`src/rtl/core/itoa_pkg.sv`:
```
// Shared types and constants for the integer to ASCII digits block.
package itoa_pkg;

  // Format kind codes carried on the input tuser field
  localparam logic [2:0] KIND_UDEC = 3'd0;
  localparam logic [2:0] KIND_SDEC = 3'd1;
  localparam logic [2:0] KIND_HEXL = 3'd2;
  localparam logic [2:0] KIND_HEXU = 3'd3;
  localparam logic [2:0] KIND_PTR  = 3'd4;

  localparam int unsigned KindW   = 3;
  localparam int unsigned ValueW  = 64;
  localparam int unsigned CharW   = 8;
  localparam int unsigned CountW  = 5;
  localparam int unsigned OutW    = 16;
  localparam int unsigned NibW    = 4;
  localparam int unsigned NibCnt  = 16;
  localparam int unsigned BcdDig  = 10;

  // Commands from the controller to the datapath
  typedef struct packed {
    logic load;   // capture a new item
    logic conv;   // one double-dabble step, two bits
    logic find;   // locate the top significant digit
    logic emit;   // produce one character into the output register
  } itoa_cmd_t;

  // Status from the datapath to the controller
  typedef struct packed {
    logic conv_last;   // this conversion step is the final one
    logic final_char;  // next character to emit is the last one
  } itoa_sts_t;

endpackage

```
`src/rtl/core/itoa_dp.sv`:
```
// Datapath: magnitude capture, binary to BCD conversion, digit pointer and output register.
module itoa_dp #(
  parameter int unsigned POINTER_BITS = 64
) (
  input  logic                        clk,
  input  itoa_pkg::itoa_cmd_t         cmd,
  output itoa_pkg::itoa_sts_t         sts,
  input  logic [itoa_pkg::KindW-1:0]  kind,
  input  logic [itoa_pkg::ValueW-1:0] value,
  output logic [itoa_pkg::CharW-1:0]  character,
  output logic [itoa_pkg::CountW-1:0] char_count,
  output logic                        last
);

  localparam logic [itoa_pkg::ValueW-1:0] PtrMask =
    {itoa_pkg::ValueW{1'b1}} >> (itoa_pkg::ValueW - POINTER_BITS);
  localparam int unsigned BcdW = itoa_pkg::BcdDig * itoa_pkg::NibW;

  logic [itoa_pkg::ValueW-1:0] dig;        // hex nibbles or BCD digits
  logic [31:0]                 bin;        // magnitude being shifted into BCD
  logic                        minus;      // minus sign still pending
  logic                        upper;      // upper-case letters
  logic [3:0]                  iter;       // conversion step counter
  logic [3:0]                  idx;        // digit to emit next
  logic [itoa_pkg::CountW-1:0] cnt;        // characters emitted so far

  logic [31:0]                 low32;
  logic [31:0]                 mag32;
  logic                        is_dec;
  logic                        is_neg;
  logic [BcdW-1:0]             bcd_next;
  logic [3:0]                  top;
  logic [3:0]                  nib;
  logic [itoa_pkg::CharW-1:0]  char_next;

  // Add three to every BCD digit of five or more, then shift in one bit
  function automatic logic [BcdW-1:0] dabble(input logic [BcdW-1:0] b, input logic bit_in);
    logic [BcdW-1:0] a;
    a = b;
    for (int d = 0; d < itoa_pkg::BcdDig; d++) begin
      if (a[d*4 +: 4] >= 4'd5) begin
        a[d*4 +: 4] = a[d*4 +: 4] + 4'd3;
      end
    end
    return {a[BcdW-2:0], bit_in};
  endfunction

  // Map one digit to its ASCII code
  function automatic logic [itoa_pkg::CharW-1:0] digit_char(input logic [3:0] n,
                                                             input logic up);
    if (n < 4'd10) begin
      return 8'h30 + {4'd0, n};
    end else if (up) begin
      return 8'h37 + {4'd0, n};
    end else begin
      return 8'h57 + {4'd0, n};
    end
  endfunction

  // Decode the incoming item
  always_comb begin
    low32  = value[31:0];
    is_dec = (kind == itoa_pkg::KIND_UDEC) || (kind == itoa_pkg::KIND_SDEC);
    is_neg = (kind == itoa_pkg::KIND_SDEC) && low32[31];
    mag32  = is_neg ? (~low32 + 32'd1) : low32;
  end

  // Two conversion steps per cycle
  assign bcd_next = dabble(dabble(dig[BcdW-1:0], bin[31]), bin[30]);

  // Locate the highest nonzero digit; zero keeps digit zero
  always_comb begin
    top = '0;
    for (int i = 0; i < itoa_pkg::NibCnt; i++) begin
      if (|dig[i*4 +: 4]) begin
        top = 4'(i);
      end
    end
  end

  // Select the next character
  always_comb begin
    nib = dig[{idx, 2'b00} +: 4];
    char_next = minus ? 8'h2D : digit_char(nib, upper);
  end

  assign sts.conv_last  = (iter == 4'd15);
  assign sts.final_char = !minus && (idx == 4'd0);

  // Datapath registers
  always_ff @(posedge clk) begin
    if (cmd.load) begin
      minus <= is_neg;
      upper <= (kind == itoa_pkg::KIND_HEXU);
      bin   <= mag32;
      iter  <= '0;
      if (kind == itoa_pkg::KIND_PTR) begin
        dig <= value & PtrMask;
      end else if (is_dec) begin
        dig <= '0;
      end else begin
        dig <= {32'd0, low32};
      end
    end
    if (cmd.conv) begin
      dig[BcdW-1:0] <= bcd_next;
      bin           <= {bin[29:0], 2'b00};
      iter          <= iter + 4'd1;
    end
    if (cmd.find) begin
      idx <= top;
      cnt <= '0;
    end
    if (cmd.emit) begin
      character  <= char_next;
      char_count <= cnt + 5'd1;
      last       <= !minus && (idx == 4'd0);
      cnt        <= cnt + 5'd1;
      if (minus) begin
        minus <= 1'b0;
      end else begin
        idx <= idx - 4'd1;
      end
    end
  end

endmodule

```
`src/rtl/core/itoa_ctrl.sv`:
```
// Controller: sequences capture, conversion, digit search and character transfers.
module itoa_ctrl (
  input  logic                       clk,
  input  logic                       rst,
  input  logic                       s_tvalid,
  output logic                       s_tready,
  input  logic [itoa_pkg::KindW-1:0] kind,
  output logic                       m_tvalid,
  input  logic                       m_tready,
  output itoa_pkg::itoa_cmd_t        cmd,
  input  itoa_pkg::itoa_sts_t        sts
);

  typedef enum logic [1:0] {
    ST_IDLE,
    ST_CONV,
    ST_FIND,
    ST_EMIT
  } state_t;

  state_t state;
  state_t state_next;
  logic   kind_ok;
  logic   kind_dec;
  logic   out_free;

  always_comb begin
    kind_ok  = (kind == itoa_pkg::KIND_UDEC) || (kind == itoa_pkg::KIND_SDEC) ||
               (kind == itoa_pkg::KIND_HEXL) || (kind == itoa_pkg::KIND_HEXU) ||
               (kind == itoa_pkg::KIND_PTR);
    kind_dec = (kind == itoa_pkg::KIND_UDEC) || (kind == itoa_pkg::KIND_SDEC);
    out_free = !m_tvalid || m_tready;
  end

  assign s_tready = (state == ST_IDLE);

  // Decode commands and next state
  always_comb begin
    cmd        = '0;
    state_next = state;
    unique case (state)
      ST_IDLE: begin
        if (s_tvalid && kind_ok) begin
          cmd.load   = 1'b1;
          state_next = kind_dec ? ST_CONV : ST_FIND;
        end
      end
      ST_CONV: begin
        cmd.conv = 1'b1;
        if (sts.conv_last) begin
          state_next = ST_FIND;
        end
      end
      ST_FIND: begin
        cmd.find   = 1'b1;
        state_next = ST_EMIT;
      end
      ST_EMIT: begin
        if (out_free) begin
          cmd.emit = 1'b1;
          if (sts.final_char) begin
            state_next = ST_IDLE;
          end
        end
      end
      default: state_next = ST_IDLE;
    endcase
  end

  // Hold state and output valid
  always_ff @(posedge clk) begin
    if (rst) begin
      state    <= ST_IDLE;
      m_tvalid <= 1'b0;
    end else begin
      state <= state_next;
      if (cmd.emit) begin
        m_tvalid <= 1'b1;
      end else if (m_tready) begin
        m_tvalid <= 1'b0;
      end
    end
  end

`ifndef NO_ASSERTIONS
  a_emit_free: assert property (@(posedge clk) disable iff (rst)
    cmd.emit |-> (!m_tvalid || m_tready))
    else $error("character produced over an untaken one");
  a_idle_quiet: assert property (@(posedge clk) disable iff (rst)
    s_tready |-> (!cmd.conv && !cmd.emit && !cmd.find))
    else $error("datapath busy while input is open");
  a_final_idle: assert property (@(posedge clk) disable iff (rst)
    (cmd.emit && sts.final_char) |=> s_tready)
    else $error("input not reopened after final character");
  a_emit_valid: assert property (@(posedge clk) disable iff (rst)
    cmd.emit |=> m_tvalid)
    else $error("emitted character not presented");
`endif

endmodule

```
`src/rtl/core/integer_to_ascii_digits.sv`:
```
// Top level: integer to ASCII decimal and hex digit stream.
//
//  channel  dir  tdata                                   tuser      tlast
//  s_*      in   [63:0] value                            [2:0] kind  -
//  m_*      out  [7:0] character, [12:8] char_count      -           last
//
// An input transfer is taken only when the block is idle; the next one is
// taken the cycle after the final character enters the output register.
// Hex kinds go from capture through the digit search to one transfer per character;
// decimal kinds add the two-bit-per-cycle BCD conversion before the search.
// Output stalls hold the character sequencer. Kinds 5 to 7 are dropped.
// Reset clears the controller and the output valid only.
module integer_to_ascii_digits #(
  parameter int unsigned POINTER_BITS = 64
) (
  input  logic        clk,
  input  logic        rst,
  input  logic        s_tvalid,
  output logic        s_tready,
  input  logic [63:0] s_tdata,   // [63:0] value
  input  logic [2:0]  s_tuser,   // [2:0] kind
  output logic        m_tvalid,
  input  logic        m_tready,
  output logic [15:0] m_tdata,   // [7:0] character, [12:8] char_count, [15:13] zero
  output logic        m_tlast
);

  itoa_pkg::itoa_cmd_t         cmd;
  itoa_pkg::itoa_sts_t         sts;
  logic [itoa_pkg::CharW-1:0]  character;
  logic [itoa_pkg::CountW-1:0] char_count;

  itoa_ctrl u_ctrl (
    .clk      (clk),
    .rst      (rst),
    .s_tvalid (s_tvalid),
    .s_tready (s_tready),
    .kind     (s_tuser),
    .m_tvalid (m_tvalid),
    .m_tready (m_tready),
    .cmd      (cmd),
    .sts      (sts)
  );

  itoa_dp #(
    .POINTER_BITS (POINTER_BITS)
  ) u_dp (
    .clk        (clk),
    .cmd        (cmd),
    .sts        (sts),
    .kind       (s_tuser),
    .value      (s_tdata),
    .character  (character),
    .char_count (char_count),
    .last       (m_tlast)
  );

  assign m_tdata = {3'b000, char_count, character};

endmodule

```
`config.mk`:
```
export PLATFORM = sky130hd
export DESIGN_NAME = integer_to_ascii_digits
export DESIGN_NICKNAME = d
export VERILOG_FILES = /design/src/rtl/core/itoa_pkg.sv /design/src/rtl/core/itoa_dp.sv /design/src/rtl/core/itoa_ctrl.sv /design/src/rtl/core/integer_to_ascii_digits.sv
export SDC_FILE = /design/constraint.sdc
export NUM_CORES = 1
export LEC_CHECK = 0
export BUFFER_PORTS_ARGS = -buffer_cell sky130_fd_sc_hd__buf_2
export CORE_AREA = 10 10 131 193
export CTS_CLUSTER_SIZE = 24
export DETAILED_ROUTE_END_ITERATION = 7
export DIE_AREA = 0 0 141 203
export GPL_TIMING_DRIVEN = 0
export SYNTH_ARGS = -nofsm -noshare
export SYNTH_HDL_FRONTEND = slang
export SYNTH_SLANG_ARGS = --single-unit
```
`constraint.sdc`:
```
create_clock -name clk -period 3.79 [get_ports clk]
set_clock_uncertainty 0.05 [all_clocks]
set_input_delay 0.9475 -clock clk [delete_from_list [all_inputs] [get_ports clk]]
set_output_delay 0.9475 -clock clk [all_outputs]
set_load 0.01 [all_outputs]
```
[Yosys cells after proc, flatten, opt, wreduce, memory -nomap -nowiden]
Index checks and enable logic that the tools add are counted.
Cells by class
  magnitude comparators: 21
  reduce and logical (&&, ||, !) cells: 32
  eq/ne operators: 12
  mux-type cells: 68
  add/sub/neg operators: 27
  bitwise logic cells: 1
  shifts and indexed selects: 1
Operators with widths (count)
  two-way mux 32 bit: 4
  two-way mux 4 bit: 31
  >= comparator 4 x 3 -> 1 bit, second input constant: 20
  two-way mux 40 bit: 2
  adder 4 x 2 -> 4 bit, second input constant: 18
  two-way mux 64 bit: 1
  variable part select 64 x 7 -> 4 bit: 1
  OR reduction 4 bit: 15
  adder 32 x 1 -> 32 bit, second input constant: 1
  inverter 32 bit: 1
  two-way mux 3 bit: 6
  two-way mux 8 bit: 2
  adder 6 x 4 -> 7 bit, first input constant: 2
  two-way mux 2 bit: 7
  two-way mux 1 bit: 12
  two-way mux 5 bit: 2
  adder 7 x 4 -> 8 bit, first input constant: 1
  one-hot mux 2 bit (4 select lines): 1
  adder 3 x 2 -> 3 bit, second input constant: 2
  == test 3 x 2 -> 1 bit, second input constant: 2
  nonzero test 2 bit: 3
  adder 5 x 1 -> 5 bit, second input constant: 1
  logical OR 1 bit: 5
  adder 4 x 1 -> 4 bit, second input constant: 1
  other kinds (15): 21
Word-level totals
  register bits after elaboration: 128
  bits of input ports: 71
  word-level logic and storage cells: 176

[Logic depth before layout (Yosys ltp)]
  depth after elaboration: 19
  gate-level depth with buffers: 11
  gate-level depth less buffers: 11

[Modules after synthesis]
A second synthesis with hierarchy kept.
Second synthesis, totals
  cell total of the unflattened synthesis: 848
  area total of the unflattened synthesis: 8707.1 um^2
Modules (own cells, without submodules)
  itoa_dp: times used 1, cells an instance 815, area each 8439.3 um^2
  itoa_ctrl: times used 1, cells an instance 29, area each 241.5 um^2
  integer_to_ascii_digits: times used 1, cells an instance 4, area each 26.3 um^2

[Worst setup path after synthesis]
Ideal clock, no wire load.
  path type: in2reg
  from: input port s_tuser[1]
  to: register u_dp.bin[10] (enable)
  arrival time: 3020 ps
  path slack: 286 ps
  stages: 3
  cells stage by stage: o21ai_0 > nand3_1 > nand2_1
Between the ends
  cells in the longest elaborated chain, start to end: 9
  elaborated cells between the ends (all ways): 13
Ends and longest elaborated chain
  start: declaration: RTL line integer_to_ascii_digits.sv:21  | input logic [2:0] s_tuser,
  == test 3 x 1 -> 1 bit / zero test 3 bit (equally long branches): RTL line itoa_ctrl.sv:28  | kind_ok = (kind == itoa_pkg::KIND_UDEC) || (kind == itoa_pkg::KIND_SDEC) ||
  logical OR 1 bit (2 in a row): RTL line itoa_ctrl.sv:28
  logical OR 1 bit: RTL line itoa_ctrl.sv:29  | (kind == itoa_pkg::KIND_HEXL) || (kind == itoa_pkg::KIND_HEXU) ||
  logical OR 1 bit (*): RTL line itoa_ctrl.sv:29
  logical AND 1 bit (*): RTL line itoa_ctrl.sv:43  | if (s_tvalid && kind_ok) begin
  two-way mux 1 bit (*): RTL line itoa_ctrl.sv:43
  two-way mux 1 bit (*): RTL line itoa_ctrl.sv:41  | unique case (state)
  nonzero test 2 bit (no line) (*)
  end signal: assignment: RTL line itoa_dp.sv:95  | bin <= mag32;
  end signal: assignment: RTL line itoa_dp.sv:107  | bin <= {bin[29:0], 2'b00};
  end: declaration: RTL line itoa_dp.sv:20  | logic [31:0] bin;
Mark *: on every way between the ends. The rest lies on a longest branch, timed or not.
A chain may end at the register's enable or synchronous reset.

[Worst setup path after layout]
  from: input port s_tuser[1]
  to: register u_dp.bin[10] (data pin)
Between the ends
  cells in the longest elaborated chain, start to end: 5
Ends and longest elaborated chain
  == test 3 x 1 -> 1 bit: RTL line itoa_dp.sv:64  | is_neg = (kind == itoa_pkg::KIND_SDEC) && low32[31];
  logical AND 1 bit: RTL line itoa_dp.sv:64
  two-way mux 32 bit: RTL line itoa_dp.sv:65  | mag32 = is_neg ? (~low32 + 32'd1) : low32;
  two-way mux 32 bit: RTL line itoa_dp.sv:92  | if (cmd.load) begin
  two-way mux 32 bit: RTL line itoa_dp.sv:105  | if (cmd.conv) begin
No other way between the ends. The select of a mux whose other input is x is not followed.

==> flow_results.org <==
** Yosys
- After synthesis, the netlist uses 58 different library cells.
- Summing the sequential cell areas from Yosys gives 43.3% of the chip area.
- After synthesis, the largest area contributor takes up between 40 and 50% of total cell area.
- Number of enable-type register cells in the synthesized netlist :: roughly 120
- After synthesis the netlist holds a flip-flop and latch count of 127.
- By area the synthesized netlist is led by sky130_fd_sc_hd__edfxtp_1, sky130_fd_sc_hd__ha_1, sky130_fd_sc_hd__mux4_2.
- Most common flop cell mapped by yosys :: sky130_fd_sc_hd__edfxtp_1
- Summing every instance area after synthesis gives ~0.0086 sq mm.
- YS warnings :: 0
- In this run the mean area of a mapped cell was around 11 sq um.
- Cells after Synth :: around 800
- sky130_fd_sc_hd__edfxtp_1 takes more of the synthesized area than any other cell.
- Of all flip-flops after synthesis, the portion carrying an async set or reset was 0%.

** Floorplan
- In this run the core area contains 66 standard-cell rows.
- Measured along the y axis, the die boundary spans 203 um.
- For this configuration, the core starts out at a cell density of between 30% and 40%.
- In this run the horizontal extent of the chip is 141 um.
- Overall die area :: 0.0286 sq mm
- 90 I/O pins were placed.
- After floorplanning, the core was sized to cover ~0.022 sq mm.

** Detailed routing
- Antenna-violating nets left :: 0
- First drt pass iteration count :: 5
- Via count :: 6,559
- Using the TritonRoute via totals, the vias-per-cell ratio works out to about 5.5.
- The routed design has between 20,000 and 25,000 um of wire.
- In the final routed layout, each cell accounts on average for between 15 and 20 um.
- Drt drc :: 0
- In this run, the number of DRC markers left after iteration 0 of detailed routing was approximately 450.

** Pwr
- Total power of the final layout :: slightly above 9000 uW
- In this run the static leakage power is around 0.004 uW.
- Power per cell area :: roughly 920 mW/mm^2
- IR analysis of the VDD net gives a maximum drop of about 370 uV.

** Clocking
- Clock tree synthesis inserted a total of 17 buffers.
- The number of gates resized after CTS was 0.
- Clock-pin slew on the worst setup and hold paths :: around 0.06 ns
- # Post-CTS Setup Buffers :: 0
- The clock reaches the later pin of the worst-skew pair after about 0.43 ns.
- No sink is reached through more buffers than the 2 on the longest clock path.
- CTS root buffer :: sky130_fd_sc_hd__clkbuf_16
- TritonCTS built the clock tree.
- Number of sinks handled by clock tree synthesis :: around 130
- Hold Buf Count CTS :: 0
- Number of levels in the clock H-tree :: 4

** Timing
- The final critical path takes up between 80% and 90% of the cycle.
- Hold Vio Cnt, Final :: 0
- Min Tclk post-route :: 3.05 ns
- Setup repair after global routing left no endpoint under its margin.
- The count of final max-slew check failures came to 0.
- Final total negative setup slack :: 0 ns
- Relative max-transition margin :: about a quarter
- Static timing analysis puts the maximum clock frequency at around 330 MHz.
- At the pin with the least slew margin, the transition time is ~1.1 ns.
- Setup violations remaining at the end of the flow were counted as 0.

** Hold path
- Hold endpoint :: u_dp.bin[0]$_SDFFE_PP0P_
- Type of the tightest min-delay check :: reg2reg
- Along the worst hold path, the cell count comes to 2.
- The startpoint identified for the worst hold timing path is u_dp.bin[0]$_SDFFE_PP0P_.

** Outcome
- Result of the run :: complete, no violations

** Setup path
- The endpoint identified for the worst register-to-register timing path is u_dp.dig[38]$_DFFE_PP_.
- Critical path start-end classification :: in2reg
- The most critical setup path has its startpoint at s_tuser[1].
- Data on the critical path is required at its endpoint by approximately 3.9 ns.
- Maximum fanout count along the critical path :: 10
- For flop-to-flop paths, the worst setup slack is approximately 0.96 ns.
- The worst setup path is launched from an input pin.
- Capturing element type of the critical path :: register
- Critical Path AT :: roughly 3.2 ns
- The worst register-to-register path begins at u_dp.dig[32]$_DFFE_PP_.
- The worst register-to-register path has a depth of 11.

** Placed design
- Routability-driven placement finished with a final weighted congestion of 0.882.
- Summed over all nets, the half-perimeter wirelength after detailed placement is between 15,000 and 20,000 um.
- In this run the tool buffered the top-level ports with 85 buffer cells.

** Global routing
- Entering global routing, the biggest net connects 50 pins.
- Residual overflow from global routing :: 0
- Global routing usage summed across all routing layers :: between 10% and 20%
- The number of antenna violations at the first check in global routing came to 0.
- The first global-routing pass estimated 36,900 um of wire.
- The via count of the first global-routing pass came to around 6,800.

** Layout
- Proportion of layout cells with a drive suffix above 1 :: about 18%
- Number of inserted diodes :: 0
- The multi-input combinational cells in the finished layout cover a total of roughly 0.0045 sq mm.
- Count of filler cells inserted in the layout :: 2,068
- Total Nets Final :: around 1,000
- Highest-count cells in the layout ignoring fill and taps :: sky130_fd_sc_hd__edfxtp_1, sky130_fd_sc_hd__buf_2, sky130_fd_sc_hd__a21oi_1
- The library cell used most frequently in the layout, excluding fill and tap cells, is sky130_fd_sc_hd__edfxtp_1.
- Syn-to-layout area delta :: 16.9%
- Summing all flip-flop and latch instances after layout gives ~0.0037 sq mm.

** Job
- Max-cap violations in this run came to 0.
-- flip-flops by register name, summed over array words and instances (netlist names) --
register / flops
u_ctrl.m_tvalid: 1
u_ctrl.state: 2
u_dp.bin: 32
u_dp.char_count: 5
u_dp.character: 7
u_dp.cnt: 5
u_dp.dig: 64
u_dp.idx: 4
u_dp.iter: 4
u_dp.last: 1
u_dp.minus: 1
u_dp.upper: 1
-- Yosys cell counts (all sizes together), types with 16 or more instances --
| master | instances |
|---|---|
| edfxtp | 117 |
| a21oi | 57 |
| inv | 55 |
| ha | 50 |
| o21ai | 44 |
| a22o | 40 |
| xnor2 | 40 |
| nand2 | 38 |
| nor2 | 35 |
| mux2i | 31 |
| nor3b | 27 |
| and2 | 26 |
| nand2b | 24 |
| nand3 | 22 |
| clkbuf | 19 |
| mux4 | 17 |
| xor2 | 16 |
-- stage by stage --
step / hold slack (ns) / instances / utilization (%) / setup slack (ns) / cell area, sq um
floorplan: 0.387 / 804 / - / 0.286 / 8590
global placement: 0.416 / 1161 / 43.3 / -1.00 / 9360
detailed placement: 0.426 / 1162 / 43.4 / 0.290 / 9390
CTS: 0.434 / 1194 / 46.4 / 0.721 / 10000
global route: 0.460 / 1194 / 46.4 / 0.553 / 10000
finish: 0.435 / 1194 / 46.4 / 0.736 / 10000
-- worst max-delay path by stage --
stage	endpoint	slack, ns	cells past startpoint
floorplan	u_dp.bin[10]$_DFFE_PP_	0.29	3
global placement	u_dp.dig[5]$_DFFE_PP_	-1.0	4
detailed placement	u_dp.bin[10]$_DFFE_PP_	0.29	7
CTS	u_dp.bin[10]$_DFFE_PP_	0.72	7
global route	u_dp.bin[17]$_DFFE_PP_	0.55	6
finish	u_dp.bin[10]$_DFFE_PP_	0.74	7
-- kinds of logic (layout without fill, tap and decap cells) --
kind of cell,after synthesis,count (layout),share of synthesized area [%]
AO/OA/AOI/OAI,194,194,14.9
XOR/XNOR,56,56,5.72
flip-flops,127,127,43.3
buffers and inverters,86,204,4.07
AND/OR/NAND/NOR,229,229,15.4
multiplexers,58,58,9.39
adder cells (fa/ha/maj),50,50,7.29
other,1,4,0.0437
-- routing by layer --
layer / vias to the layer above / routed length [um] / track usage (%)
met2: 163 / 12900 / 31.1
met5: - / 0 / 0
met3: 50 / 918 / 3.48
li1: 3197 / - / -
met4: 0 / 761 / 7.06
met1: 3149 / 8930 / 16.8
-- worst max-delay path, cell delays in order --
cell and delay, ns:
sky130_fd_sc_hd__buf_2 0.13, sky130_fd_sc_hd__nor2_1 0.57, sky130_fd_sc_hd__and3_1 0.47, sky130_fd_sc_hd__buf_1 0.51, sky130_fd_sc_hd__o41ai_1 0.20, sky130_fd_sc_hd__xnor2_1 0.16
sky130_fd_sc_hd__a22o_1 0.21
-- cell type report --
| type | count | area share (%) |
|---|---|---|
| plain buffers | 31 | 1.42 |
| clock buffers | 17 | 4.24 |
| clock inverters | 15 | 2.10 |
| inverters | 55 | 2.06 |
| multi-input cells | 591 | 45.2 |
| flip-flops and latches | 127 | 37.0 |
| well taps | 272 | 3.39 |
| repair buffers | 86 | 4.52 |
-- power breakdown --
part           switching, uW  internal, uW  total, uW
clock                    672          1110       1780
sequential               457          2300       2750
combinational           2550          2090       4650
(Power assumes the default switching activity.)
